===== src/hw/rtl/hcb_pkg.sv =====
// Shared constants for the Huffman code builder.
// Field widths of the code words and the parameter defaults.
// No dependencies.
package hcb_pkg;

  localparam int SYMBOL_W            = 8;
  localparam int CODE_W              = 15;
  localparam int LEN_W               = 4;
  localparam int EXP_W               = 24;
  localparam logic [EXP_W-1:0] EXP_MAX = {EXP_W{1'b1}};

  localparam int MAX_SYMBOLS_DEFAULT = 16;
  localparam int WEIGHT_BITS_DEFAULT = 16;

endpackage


===== src/hw/rtl/hcb_sym_if.sv =====
// Channel that carries (symbol, weight) words into the code builder.
// Uses hcb_pkg for the symbol width.
interface hcb_sym_if #(
  parameter int WEIGHT_BITS = hcb_pkg::WEIGHT_BITS_DEFAULT
);
  logic                          valid;
  logic                          ready;
  logic [hcb_pkg::SYMBOL_W-1:0]  symbol;
  logic [WEIGHT_BITS-1:0]        weight;
  logic                          last_symbol;

  modport source (output valid, symbol, weight, last_symbol, input ready);
  modport sink   (input valid, symbol, weight, last_symbol, output ready);
endinterface


===== src/hw/rtl/hcb_code_if.sv =====
// Channel that carries one code word per loaded symbol out of the builder.
// Uses hcb_pkg for the field widths.
interface hcb_code_if;
  logic                          valid;
  logic                          ready;
  logic [hcb_pkg::SYMBOL_W-1:0]  out_symbol;
  logic [hcb_pkg::CODE_W-1:0]    code_bits;
  logic [hcb_pkg::LEN_W-1:0]     code_length;
  logic [hcb_pkg::EXP_W-1:0]     expected_length;
  logic                          last_code;

  modport source (output valid, out_symbol, code_bits, code_length, expected_length,
                  last_code, input ready);
  modport sink   (input valid, out_symbol, code_bits, code_length, expected_length,
                  last_code, output ready);
endinterface


===== src/hw/rtl/hcb_ram.sv =====
// Simple dual-port synchronous RAM, one write and one read port.
// Read data is registered and holds while no read is issued. No dependencies.
module hcb_ram #(
  parameter int WIDTH  = 8,
  parameter int DEPTH  = 16,
  parameter int ADDR_W = $clog2(DEPTH)
) (
  input  logic              clk,
  input  logic              we,
  input  logic [ADDR_W-1:0] waddr,
  input  logic [WIDTH-1:0]  wdata,
  input  logic              re,
  input  logic [ADDR_W-1:0] raddr,
  output logic [WIDTH-1:0]  rdata
);

  logic [WIDTH-1:0] mem [DEPTH];

  always_ff @(posedge clk) begin
    if (we) begin
      mem[waddr] <= wdata;
    end
  end

  always_ff @(posedge clk) begin
    if (re) begin
      rdata <= mem[raddr];
    end
  end

endmodule


===== src/hw/rtl/huffman_code_builder_core.sv =====
// Huffman code builder: node RAM, code RAM and the build sequencer.
// Depends on hcb_pkg, hcb_sym_if, hcb_code_if and hcb_ram.
//
// Usage:
//   symbols carries (symbol, weight, last_symbol) words, one per cycle while
//   ready is high. Up to MAX_SYMBOLS words are stored; further words are
//   dropped, but a dropped word with last_symbol still starts the build.
//   On last_symbol the block stops taking words, builds the tree and then
//   sends one word per loaded symbol on codes, in load order, with last_code
//   set on the final one. After that word is taken it is empty and loads again.
// Steps:
//   Load stores words as above. Build: each merge scans the node RAM once over
//   all nodes so far; the code walk visits each internal node (read, zero-child
//   write, one-child write), the length sum each leaf (read, multiply, add).
//   Each result then passes node/code RAM read, output load and handshake. The
//   single read port of the node RAM sets the scan length.
// Reset clears the sequencer, the live bits and the fill count; RAM contents
//   are not cleared. When the receiver stalls, the current result holds in the
//   output register and the sequencer waits.
module huffman_code_builder_core #(
  parameter int MAX_SYMBOLS = hcb_pkg::MAX_SYMBOLS_DEFAULT,
  parameter int WEIGHT_BITS = hcb_pkg::WEIGHT_BITS_DEFAULT
) (
  input  logic       clk,
  input  logic       rst,
  hcb_sym_if.sink    symbols,
  hcb_code_if.source codes
);

  localparam int CNT_W      = $clog2(MAX_SYMBOLS + 1);
  localparam int NODE_COUNT = 2 * MAX_SYMBOLS - 1;
  localparam int NODE_W     = $clog2(2 * MAX_SYMBOLS);
  localparam int DEPTH_W    = $clog2(MAX_SYMBOLS);
  localparam int NWT_W      = WEIGHT_BITS + DEPTH_W;
  localparam int SYM_W      = hcb_pkg::SYMBOL_W;
  localparam int CODE_W     = hcb_pkg::CODE_W;
  localparam int LEN_W      = hcb_pkg::LEN_W;
  localparam int EXP_W      = hcb_pkg::EXP_W;
  localparam int NWORD_W    = SYM_W + 2 * NODE_W + NWT_W;
  localparam int CWORD_W    = DEPTH_W + CODE_W;
  localparam int PROD_W     = WEIGHT_BITS + DEPTH_W;
  localparam int ACC_W      = ((PROD_W > EXP_W) ? PROD_W : EXP_W) + 1;

  typedef enum logic [12:0] {
    S_LOAD      = 13'b0000000000001,
    S_SCAN      = 13'b0000000000010,
    S_MERGE     = 13'b0000000000100,
    S_ROOT      = 13'b0000000001000,
    S_WALK_RD   = 13'b0000000010000,
    S_WALK_ZERO = 13'b0000000100000,
    S_WALK_ONE  = 13'b0000001000000,
    S_SUM_RD    = 13'b0000010000000,
    S_SUM_MUL   = 13'b0000100000000,
    S_SUM_ACC   = 13'b0001000000000,
    S_OUT_RD    = 13'b0010000000000,
    S_OUT_LOAD  = 13'b0100000000000,
    S_OUT_HOLD  = 13'b1000000000000
  } state_t;

  state_t state;

  logic [CNT_W-1:0]      count;
  logic [CNT_W-1:0]      n_leaves;
  logic [NODE_W-1:0]     total;
  logic [NODE_COUNT-1:0] live;
  logic [NODE_W-1:0]     scan_idx;
  logic                  pend_v;
  logic [NODE_W-1:0]     pend_idx;
  logic                  b1_v, b2_v;
  logic [NODE_W-1:0]     b1_idx, b2_idx;
  logic [NWT_W-1:0]      b1_w, b2_w;
  logic [NODE_W-1:0]     walk_idx;
  logic [CNT_W-1:0]      k;
  logic [PROD_W-1:0]     prod;
  logic [EXP_W-1:0]      acc;

  logic                  out_valid;
  logic [SYM_W-1:0]      out_symbol;
  logic [CODE_W-1:0]     out_code;
  logic [LEN_W-1:0]      out_len;
  logic                  out_last;

  // RAM ports
  logic               n_we, n_re, c_we, c_re;
  logic [NODE_W-1:0]  n_wa, n_ra, c_wa, c_ra;
  logic [NWORD_W-1:0] n_wd, n_rd;
  logic [CWORD_W-1:0] c_wd, c_rd;

  logic [SYM_W-1:0]   nd_sym;
  logic [NODE_W-1:0]  nd_zc, nd_oc;
  logic [NWT_W-1:0]   nd_wt;
  logic [DEPTH_W-1:0] cd_depth;
  logic [CODE_W-1:0]  cd_code;

  logic                     sym_acc;
  logic                     store_ok;
  logic [CNT_W-1:0]         count_inc;
  logic [NODE_W-1:0]        node_goal;
  logic [NWT_W-1:0]         merged_w;
  logic [DEPTH_W-1:0]       child_depth;
  logic [DEPTH_W+LEN_W-1:0] depth_ext;
  logic [ACC_W-1:0]         acc_sum;
  logic                     k_is_last;
  logic [NODE_COUNT-1:0]    live_merged;

  assign nd_sym   = n_rd[NWORD_W-1 -: SYM_W];
  assign nd_zc    = n_rd[2*NODE_W+NWT_W-1 -: NODE_W];
  assign nd_oc    = n_rd[NODE_W+NWT_W-1 -: NODE_W];
  assign nd_wt    = n_rd[NWT_W-1:0];
  assign cd_depth = c_rd[CWORD_W-1 -: DEPTH_W];
  assign cd_code  = c_rd[CODE_W-1:0];

  assign symbols.ready = (state == S_LOAD);
  assign sym_acc       = symbols.valid && symbols.ready;
  assign store_ok      = (count < CNT_W'(MAX_SYMBOLS));
  assign count_inc     = store_ok ? CNT_W'(count + CNT_W'(1)) : count;
  assign node_goal     = NODE_W'((NODE_W'(n_leaves) << 1) - NODE_W'(1));
  assign merged_w      = NWT_W'(b1_w + b2_w);
  assign child_depth   = DEPTH_W'(cd_depth + DEPTH_W'(1));
  assign depth_ext     = {{LEN_W{1'b0}}, cd_depth};
  assign acc_sum       = ACC_W'(acc) + ACC_W'(prod);
  assign k_is_last     = (CNT_W'(k + CNT_W'(1)) == n_leaves);
  // drop both picked nodes, mark the new internal node live
  assign live_merged   = (live & ~(NODE_COUNT'(1) << b1_idx) & ~(NODE_COUNT'(1) << b2_idx))
                         | (NODE_COUNT'(1) << total);

  hcb_ram #(.WIDTH(NWORD_W), .DEPTH(NODE_COUNT), .ADDR_W(NODE_W)) u_node_ram (
    .clk   (clk),
    .we    (n_we),
    .waddr (n_wa),
    .wdata (n_wd),
    .re    (n_re),
    .raddr (n_ra),
    .rdata (n_rd)
  );

  hcb_ram #(.WIDTH(CWORD_W), .DEPTH(NODE_COUNT), .ADDR_W(NODE_W)) u_code_ram (
    .clk   (clk),
    .we    (c_we),
    .waddr (c_wa),
    .wdata (c_wd),
    .re    (c_re),
    .raddr (c_ra),
    .rdata (c_rd)
  );

  always_comb begin
    n_we = 1'b0;
    n_wa = '0;
    n_wd = '0;
    n_re = 1'b0;
    n_ra = '0;
    c_we = 1'b0;
    c_wa = '0;
    c_wd = '0;
    c_re = 1'b0;
    c_ra = '0;
    unique case (state)
      S_LOAD: begin
        n_we = sym_acc && store_ok;
        n_wa = NODE_W'(count);
        n_wd = {symbols.symbol, {(2*NODE_W){1'b0}}, NWT_W'(symbols.weight)};
      end
      S_SCAN: begin
        n_re = (scan_idx < total);
        n_ra = scan_idx;
      end
      S_MERGE: begin
        n_we = 1'b1;
        n_wa = total;
        n_wd = {{SYM_W{1'b0}}, b1_idx, b2_idx, merged_w};
      end
      S_ROOT: begin
        c_we = 1'b1;
        c_wa = NODE_W'(total - NODE_W'(1));
        c_wd = '0;
      end
      S_WALK_RD: begin
        n_re = 1'b1;
        n_ra = walk_idx;
        c_re = 1'b1;
        c_ra = walk_idx;
      end
      S_WALK_ZERO: begin
        c_we = 1'b1;
        c_wa = nd_zc;
        c_wd = {child_depth, cd_code[CODE_W-2:0], 1'b0};
      end
      S_WALK_ONE: begin
        c_we = 1'b1;
        c_wa = nd_oc;
        c_wd = {child_depth, cd_code[CODE_W-2:0], 1'b1};
      end
      S_SUM_RD, S_OUT_RD: begin
        n_re = 1'b1;
        n_ra = NODE_W'(k);
        c_re = 1'b1;
        c_ra = NODE_W'(k);
      end
      default: begin
      end
    endcase
  end

  always_ff @(posedge clk) begin
    if (rst) begin
      state     <= S_LOAD;
      count     <= '0;
      live      <= '0;
      pend_v    <= 1'b0;
      out_valid <= 1'b0;
    end else begin
      unique case (state)
        S_LOAD: begin
          if (sym_acc) begin
            if (store_ok) begin
              live[NODE_W'(count)] <= 1'b1;
            end
            count <= count_inc;
            if (symbols.last_symbol) begin
              n_leaves <= count_inc;
              total    <= NODE_W'(count_inc);
              scan_idx <= '0;
              pend_v   <= 1'b0;
              b1_v     <= 1'b0;
              b2_v     <= 1'b0;
              state    <= (count_inc == CNT_W'(1)) ? S_ROOT : S_SCAN;
            end
          end
        end
        S_SCAN: begin
          if (n_re) begin
            scan_idx <= NODE_W'(scan_idx + NODE_W'(1));
          end
          pend_v   <= n_re;
          pend_idx <= scan_idx;
          // keep the two lightest live nodes; ties go to the lower index
          if (pend_v && live[pend_idx]) begin
            if (!b1_v || nd_wt < b1_w) begin
              b2_v   <= b1_v;
              b2_idx <= b1_idx;
              b2_w   <= b1_w;
              b1_v   <= 1'b1;
              b1_idx <= pend_idx;
              b1_w   <= nd_wt;
            end else if (!b2_v || nd_wt < b2_w) begin
              b2_v   <= 1'b1;
              b2_idx <= pend_idx;
              b2_w   <= nd_wt;
            end
          end
          if (scan_idx == total && !pend_v) begin
            state <= S_MERGE;
          end
        end
        S_MERGE: begin
          live         <= live_merged;
          total        <= NODE_W'(total + NODE_W'(1));
          scan_idx     <= '0;
          pend_v       <= 1'b0;
          b1_v         <= 1'b0;
          b2_v         <= 1'b0;
          state <= (NODE_W'(total + NODE_W'(1)) == node_goal) ? S_ROOT : S_SCAN;
        end
        S_ROOT: begin
          walk_idx <= NODE_W'(total - NODE_W'(1));
          k        <= '0;
          acc      <= '0;
          state    <= (total > NODE_W'(n_leaves)) ? S_WALK_RD : S_SUM_RD;
        end
        S_WALK_RD: begin
          state <= S_WALK_ZERO;
        end
        S_WALK_ZERO: begin
          state <= S_WALK_ONE;
        end
        S_WALK_ONE: begin
          walk_idx <= NODE_W'(walk_idx - NODE_W'(1));
          state    <= (walk_idx == NODE_W'(n_leaves)) ? S_SUM_RD : S_WALK_RD;
        end
        S_SUM_RD: begin
          state <= S_SUM_MUL;
        end
        S_SUM_MUL: begin
          prod  <= PROD_W'(nd_wt[WEIGHT_BITS-1:0]) * PROD_W'(cd_depth);
          state <= S_SUM_ACC;
        end
        S_SUM_ACC: begin
          acc <= (acc_sum > ACC_W'(hcb_pkg::EXP_MAX)) ? hcb_pkg::EXP_MAX : acc_sum[EXP_W-1:0];
          if (k_is_last) begin
            k     <= '0;
            state <= S_OUT_RD;
          end else begin
            k     <= CNT_W'(k + CNT_W'(1));
            state <= S_SUM_RD;
          end
        end
        S_OUT_RD: begin
          state <= S_OUT_LOAD;
        end
        S_OUT_LOAD: begin
          out_valid  <= 1'b1;
          out_symbol <= nd_sym;
          out_code   <= cd_code;
          out_len    <= depth_ext[LEN_W-1:0];
          out_last   <= k_is_last;
          state      <= S_OUT_HOLD;
        end
        S_OUT_HOLD: begin
          if (codes.ready) begin
            out_valid <= 1'b0;
            if (out_last) begin
              count <= '0;
              live  <= '0;
              state <= S_LOAD;
            end else begin
              k     <= CNT_W'(k + CNT_W'(1));
              state <= S_OUT_RD;
            end
          end
        end
        default: begin
          state <= S_LOAD;
        end
      endcase
    end
  end

  assign codes.valid           = out_valid;
  assign codes.out_symbol      = out_symbol;
  assign codes.code_bits       = out_code;
  assign codes.code_length     = out_len;
  assign codes.expected_length = acc;
  assign codes.last_code       = out_last;

  // two distinct live nodes are always picked before a merge
  a_merge_pair: assert property (@(posedge clk) disable iff (rst)
    (state == S_MERGE) |-> (b1_v && b2_v && b1_idx != b2_idx))
    else $error("merge without two distinct nodes");

  a_fill_bound: assert property (@(posedge clk) disable iff (rst)
    count <= CNT_W'(MAX_SYMBOLS))
    else $error("fill count beyond store depth");

  // children always sit below their parent, so the walk writes ahead of its reads
  a_child_order: assert property (@(posedge clk) disable iff (rst)
    (state == S_WALK_ZERO) |-> (nd_zc < walk_idx && nd_oc < walk_idx))
    else $error("child index not below parent");

  a_run_done: assert property (@(posedge clk) disable iff (rst)
    (codes.valid && codes.ready && codes.last_code) |=> (state == S_LOAD && count == '0
      && live == '0))
    else $error("builder not empty after final code word");

endmodule

===== src/flat_wrapper.sv =====
// flat-port wrapper written by rule: the top's interface ports become plain ports
module huffman_code_builder_core_flat 
#(
  parameter int MAX_SYMBOLS = hcb_pkg::MAX_SYMBOLS_DEFAULT,
  parameter int WEIGHT_BITS = hcb_pkg::WEIGHT_BITS_DEFAULT
)
  (clk, rst, symbols_valid, symbols_symbol, symbols_weight, symbols_last_symbol, symbols_ready, codes_valid, codes_out_symbol, codes_code_bits, codes_code_length, codes_expected_length, codes_last_code, codes_ready);
  hcb_sym_if #(.WEIGHT_BITS(WEIGHT_BITS)) symbols_i ();
  hcb_code_if codes_i ();
  input  logic clk;
  input  logic rst;
  input wire logic [$bits(symbols_i.valid)-1:0] symbols_valid;
  input wire logic [$bits(symbols_i.symbol)-1:0] symbols_symbol;
  input wire logic [$bits(symbols_i.weight)-1:0] symbols_weight;
  input wire logic [$bits(symbols_i.last_symbol)-1:0] symbols_last_symbol;
  output wire logic [$bits(symbols_i.ready)-1:0] symbols_ready;
  output wire logic [$bits(codes_i.valid)-1:0] codes_valid;
  output wire logic [$bits(codes_i.out_symbol)-1:0] codes_out_symbol;
  output wire logic [$bits(codes_i.code_bits)-1:0] codes_code_bits;
  output wire logic [$bits(codes_i.code_length)-1:0] codes_code_length;
  output wire logic [$bits(codes_i.expected_length)-1:0] codes_expected_length;
  output wire logic [$bits(codes_i.last_code)-1:0] codes_last_code;
  input wire logic [$bits(codes_i.ready)-1:0] codes_ready;
  assign symbols_i.valid = symbols_valid;
  assign symbols_i.symbol = symbols_symbol;
  assign symbols_i.weight = symbols_weight;
  assign symbols_i.last_symbol = symbols_last_symbol;
  assign symbols_ready = symbols_i.ready;
  assign codes_valid = codes_i.valid;
  assign codes_out_symbol = codes_i.out_symbol;
  assign codes_code_bits = codes_i.code_bits;
  assign codes_code_length = codes_i.code_length;
  assign codes_expected_length = codes_i.expected_length;
  assign codes_last_code = codes_i.last_code;
  assign codes_i.ready = codes_ready;
  huffman_code_builder_core #(.MAX_SYMBOLS(MAX_SYMBOLS), .WEIGHT_BITS(WEIGHT_BITS)) u_core (.clk(clk), .rst(rst), .symbols(symbols_i), .codes(codes_i));
endmodule

===== config.mk =====
export PLATFORM = sky130hd
export DESIGN_NAME = huffman_code_builder_core_flat
export DESIGN_NICKNAME = d
export VERILOG_FILES = /design/src/hw/rtl/hcb_pkg.sv /design/src/hw/rtl/hcb_sym_if.sv /design/src/hw/rtl/hcb_code_if.sv /design/src/hw/rtl/hcb_ram.sv /design/src/hw/rtl/huffman_code_builder_core.sv /design/src/flat_wrapper.sv
export SDC_FILE = /design/constraint.sdc
export NUM_CORES = 2
export LEC_CHECK = 0
export BUFFER_PORTS_ARGS = -buffer_cell sky130_fd_sc_hd__buf_2
export CORE_MARGIN = 8
export CORE_UTILIZATION = 34
export DETAILED_ROUTE_END_ITERATION = 8
export PLACE_DENSITY = 0.49
export SLEW_MARGIN = 20
export SYNTH_ARGS = -nofsm -noshare
export SYNTH_HDL_FRONTEND = slang
export SYNTH_SLANG_ARGS = --single-unit

===== constraint.sdc =====
create_clock -name clk -period 13.5 [get_ports clk]
set_clock_uncertainty 0.1 [all_clocks]
set_input_delay 2.7 -clock clk [delete_from_list [all_inputs] [get_ports clk]]
set_output_delay 2.7 -clock clk [all_outputs]
set_load 0.005 [all_outputs]

==> results.txt <==
----------------------------------------------------
[Drt]
  Number of design rule violations left after detail routing ... 0
  Final ANT Viol Nets ... 0
  DRC marker count from the first detailed-route iteration ... 5,978
  Routed length per placed instance ... 27.9 um
  Detailed-route vias per instance ... 5.60
  Number of vias in the routed layout ... 55,200
  Post-Route WL ... 275 mm
  Detailed-router iteration count before antenna repair ... 6

[Timing]
  Count of endpoints failing hold in the final timing report ... 0
  Final total negative setup slack ... 0 ns
  Achievable frequency ... 0.150 GHz
  Final setup fails ... 0
  Setup ws final ... 6.83 ns
  Setup repair after global routing missed its margin ... false
  Final-report max-slew violation count ... 0
  Max-slew headroom at the worst pin ... 23.5%
  Ratio of final minimum period to clock period ... 49.4%
  Actual slew at the worst max-slew pin ... 1.14 ns
  Final critical path time including I/O delays and setup ... 6.67 ns

[Final layout]
  Post-route cell area ... 0.0987 mm2
  Layout Area Growth over Synthesis ... 13.5%
  Count of nets after finishing ... 6,490
  Share of final-layout standard cells stronger than drive strength 1 ... 12.2%

[Logic synthesis]
  Top-count cell post-synth ... sky130_fd_sc_hd__edfxtp_1
  Synth async-reset ratio ... 0%
  Cell count after synthesis ... 6,242
  Leading cell types by count after synthesis ... 1,978 x sky130_fd_sc_hd__edfxtp_1, 839 x sky130_fd_sc_hd__nand2_1, 275 x sky130_fd_sc_hd__mux2i_1
  Most used flip-flop cell after synthesis ... sky130_fd_sc_hd__edfxtp_1
  Register bit count reported by yosys ... 2,029
  Cell area after synthesis ... 0.0870 mm2
  Seq/Total Area, Yosys ... 69.4%
  Number of warnings reported in the yosys synthesis log ... 0
  Mean cell area of the mapped netlist ... 13.9 um2
  Top-area cell type share of the netlist area ... 68.3%
  Cell taking the most area after synthesis ... sky130_fd_sc_hd__edfxtp_1
  EDFF count, synth ... 1,978
  Distinct cell type count after synthesis ... 86
  Top cells by area in the synthesized netlist ... sky130_fd_sc_hd__edfxtp_1 68%, sky130_fd_sc_hd__nand2_1 3.6%, sky130_fd_sc_hd__mux2i_1 3.2%
  Post-synth net total ... 6,428

[Outcome]
  Outcome ... completed

[Critical path]
  Crit path arrival time ... 3.87 ns
  Capture point of the worst path ... symbols_ready
  Reg-to-Reg Start ... u_core.state[0]$_SDFFE_PP1P_
  Terminus of the critical flop-to-flop path ... u_core.u_node_ram.rdata[32]$_DFFE_PP_
  Worst-path fanout max ... 25
  Crit-path slowest cell ... sky130_fd_sc_hd__or4_1
  Register-to-Register Path Depth ... 11
  Category of the critical setup timing path ... flop to output port
  Critical Path Source Type ... flop
  Maximum cell stage delay along the critical path ... 0.72 ns
  Critical path startpoint ... u_core.state[12]$_SDFFE_PP0P_
  Worst path required time ... 10.70 ns
  List of cells traversed by the critical path ... or4_1 > nor4_4 > nand3b_1 > inv_2 > buf_4 > buf_2
  Worst reg2reg setup slack ... 7.65 ns
  Category of the worst setup path capture point ... output port

[Power]
  Static leakage ... 0.0316 uW
  Power per Cell Area ... 148 mW/mm2
  Worst voltage drop across the vdd grid ... 0.130 mV

[Floorplanning]
  Horiz. Die Dim ... 522 um
  Die area ... 0.272 mm2
  Initial core utilization ... 34.2%
  Die Span Y ... 522 um
  Standard-cell rows ... 185
  Io pins ... 83
  Area inside the core boundary ... 0.254 mm2

[Clock network]
  Buffers inserted during post-CTS setup optimization ... 0
  Largest buffer count on any clock path ... 3
  Number of buffers added by the clock tree synthesis step ... 216
  Post-CTS Hold Buffers ... 0
  Skew-Pair Late Insertion Delay ... 0.87 ns
  # H-tree levels ... 4
  CTS Root Cell ... sky130_fd_sc_hd__clkbuf_16
  Clock-pin transition on the worst setup and hold timing paths ... 0.06 ns
  Post-CTS resize count ... 0
  TritonCTS clock tree ... yes
  Total number of clock tree sinks ... 2,029

[GRT]
  Global-route usage over all layers ... 19.5%
  GRT overflow ... 0
  Vias in the first global route ... 53,500
  Maximum number of pins on one net before global-route repair ... 167
  Antenna violations before repair ... 15
  Wire length of the first global-routing pass ... 390 mm

[Min path]
  Worst min path class ... flop to flop

[Placed design]
  RePlAce Congestion ... 0.823
  Detailed Place HPWL ... 152 mm
  Pre-CTS setup slack ... 7.38 ns
  Post-detailed-placement cell area ... 0.0918 mm2
  Port Buffer Count ... 82

[Job]
  Max-cap violations ... 0

----------------------------------------------------
-- worst min-delay path by stage --
stage	startpoint	to	slack [ns]	depth (start not counted)
detailed placement	u_core.u_code_ram.rdata[13]$_DFFE_PP_	u_core.codes.code_bits[13]$_DFFE_PP_	0.34	0
CTS	u_core.u_code_ram.rdata[14]$_DFFE_PP_	u_core.codes.code_bits[14]$_DFFE_PP_	0.36	0
global placement	u_core.u_code_ram.rdata[14]$_DFFE_PP_	u_core.codes.code_bits[14]$_DFFE_PP_	0.35	0
floorplan	u_core.u_code_ram.rdata[14]$_DFFE_PP_	u_core.codes.code_bits[14]$_DFFE_PP_	0.30	0
finish	u_core.u_code_ram.rdata[14]$_DFFE_PP_	u_core.codes.code_bits[14]$_DFFE_PP_	0.35	0
global route	u_core.u_code_ram.rdata[14]$_DFFE_PP_	u_core.codes.code_bits[14]$_DFFE_PP_	0.36	0
-- cells in the final DEF (no fill, tap or decap), types with 25 or more instances in the layout --
cell / n
sky130_fd_sc_hd__o221ai_1: 25
sky130_fd_sc_hd__a22oi_1: 57
sky130_fd_sc_hd__a31oi_1: 95
sky130_fd_sc_hd__mux4_2: 34
sky130_fd_sc_hd__xor2_1: 34
sky130_fd_sc_hd__inv_1: 133
sky130_fd_sc_hd__edfxtp_1: 1978
sky130_fd_sc_hd__nand3_1: 264
sky130_fd_sc_hd__nor2_1: 179
sky130_fd_sc_hd__nor4_1: 32
sky130_fd_sc_hd__o21ai_0: 83
sky130_fd_sc_hd__mux2i_1: 275
sky130_fd_sc_hd__buf_4: 149
sky130_fd_sc_hd__o211ai_1: 49
sky130_fd_sc_hd__nor2_4: 55
sky130_fd_sc_hd__dfxtp_1: 51
sky130_fd_sc_hd__and3_1: 209
sky130_fd_sc_hd__fa_1: 30
sky130_fd_sc_hd__nand4_1: 30
sky130_fd_sc_hd__xnor2_1: 50
sky130_fd_sc_hd__o22ai_1: 47
sky130_fd_sc_hd__a21o_1: 31
sky130_fd_sc_hd__nand2_1: 835
sky130_fd_sc_hd__mux2_2: 55
sky130_fd_sc_hd__clkbuf_1: 56
sky130_fd_sc_hd__o31ai_1: 42
sky130_fd_sc_hd__clkinv_1: 52
sky130_fd_sc_hd__a211oi_1: 196
sky130_fd_sc_hd__a221oi_1: 61
sky130_fd_sc_hd__and2_1: 57
sky130_fd_sc_hd__o21bai_1: 27
sky130_fd_sc_hd__clkbuf_16: 216
sky130_fd_sc_hd__ha_1: 127
sky130_fd_sc_hd__buf_2: 82
sky130_fd_sc_hd__nor3_1: 79
sky130_fd_sc_hd__a311oi_1: 84
sky130_fd_sc_hd__a21oi_1: 189
-- registers in the layout (all words and copies together) (netlist names), 4 cells and up --
| signal | flops |
|---|---|
| u_core.u_node_ram.mem | 1178 |
| u_core.u_code_ram.mem | 589 |
| u_core.b1_w | 20 |
| u_core.codes.out_symbol | 8 |
| u_core.u_node_ram.rdata | 38 |
| u_core.b2_w | 20 |
| u_core.u_code_ram.rdata | 19 |
| u_core.codes.expected_length | 24 |
| u_core.codes.code_length | 4 |
| u_core.prod | 20 |
| u_core.total | 5 |
| u_core.count | 5 |
| u_core.codes.code_bits | 15 |
| u_core.k | 5 |
| u_core.state | 13 |
| u_core.b1_idx | 5 |
| u_core.b2_idx | 5 |
| u_core.live | 31 |
| u_core.walk_idx | 5 |
| u_core.n_leaves | 5 |
| u_core.pend_idx | 5 |
| u_core.scan_idx | 5 |
-- layout make-up --
cell class,instances,area (um2)
fill,23700,156000
sequential,2029,60400
multi-input combinational,3684,25100
clock buffer,273,5630
tap,3366,4210
timing repair buffer,238,1650
clock inverter,115,1150
inverter,135,512
antenna,17,42.5
-- worst max-delay path, delay by kind of cell (launching register included) --
| family | cells | cell delay [ns] |
|---|---|---|
| AND/OR/NAND/NOR | 3 | 1.68 |
| flip-flops | 1 | 0.42 |
| buffers and inverters | 3 | 0.89 |
-- cells by family (layout without fill, tap and decap cells) --
group                    count (synthesis)  after routing  synth area share, %
AND/OR/NAND/NOR                       1915           1915                 10.3
adder cells (fa/ha/maj)                157            157                 2.52
flip-flops                            2029           2029                 69.4
buffers and inverters                  529            761                 2.61
other                                    0             17                    0
XOR/XNOR                                84             84                0.845
AO/OA/AOI/OAI                         1164           1164                 9.53
multiplexers                           364            364                 4.75
-- power breakdown --
group          switching [uW]  internal (uW)
clock                    2520           3220
combinational            1060            365
sequential               75.1           7360
total                    3650          10900
-- per-layer routing --
metal  GRT usage [%]  vias to the layer above  routed length, um
li1                -                    24200                  -
met1            27.4                    28200             121000
met2            30.0                     2305             122000
met3            4.83                      438              24600
met4            5.75                        2               7670
met5               0                        -                 13
-- through the flow --
step                      utilization, %  instances  power (uW)  hold WS, ns
after global routing                38.8       9853       15000        0.364
after global placement              36.1       9449        8940        0.350
after floorplan                        -       6242        8350        0.300
after CTS                           38.8       9837       14700        0.361
after detailed placement            36.1       9449        8960        0.342
final                               38.8       9857       14600        0.350
Note: power is estimated with default switching activity, not from simulation.
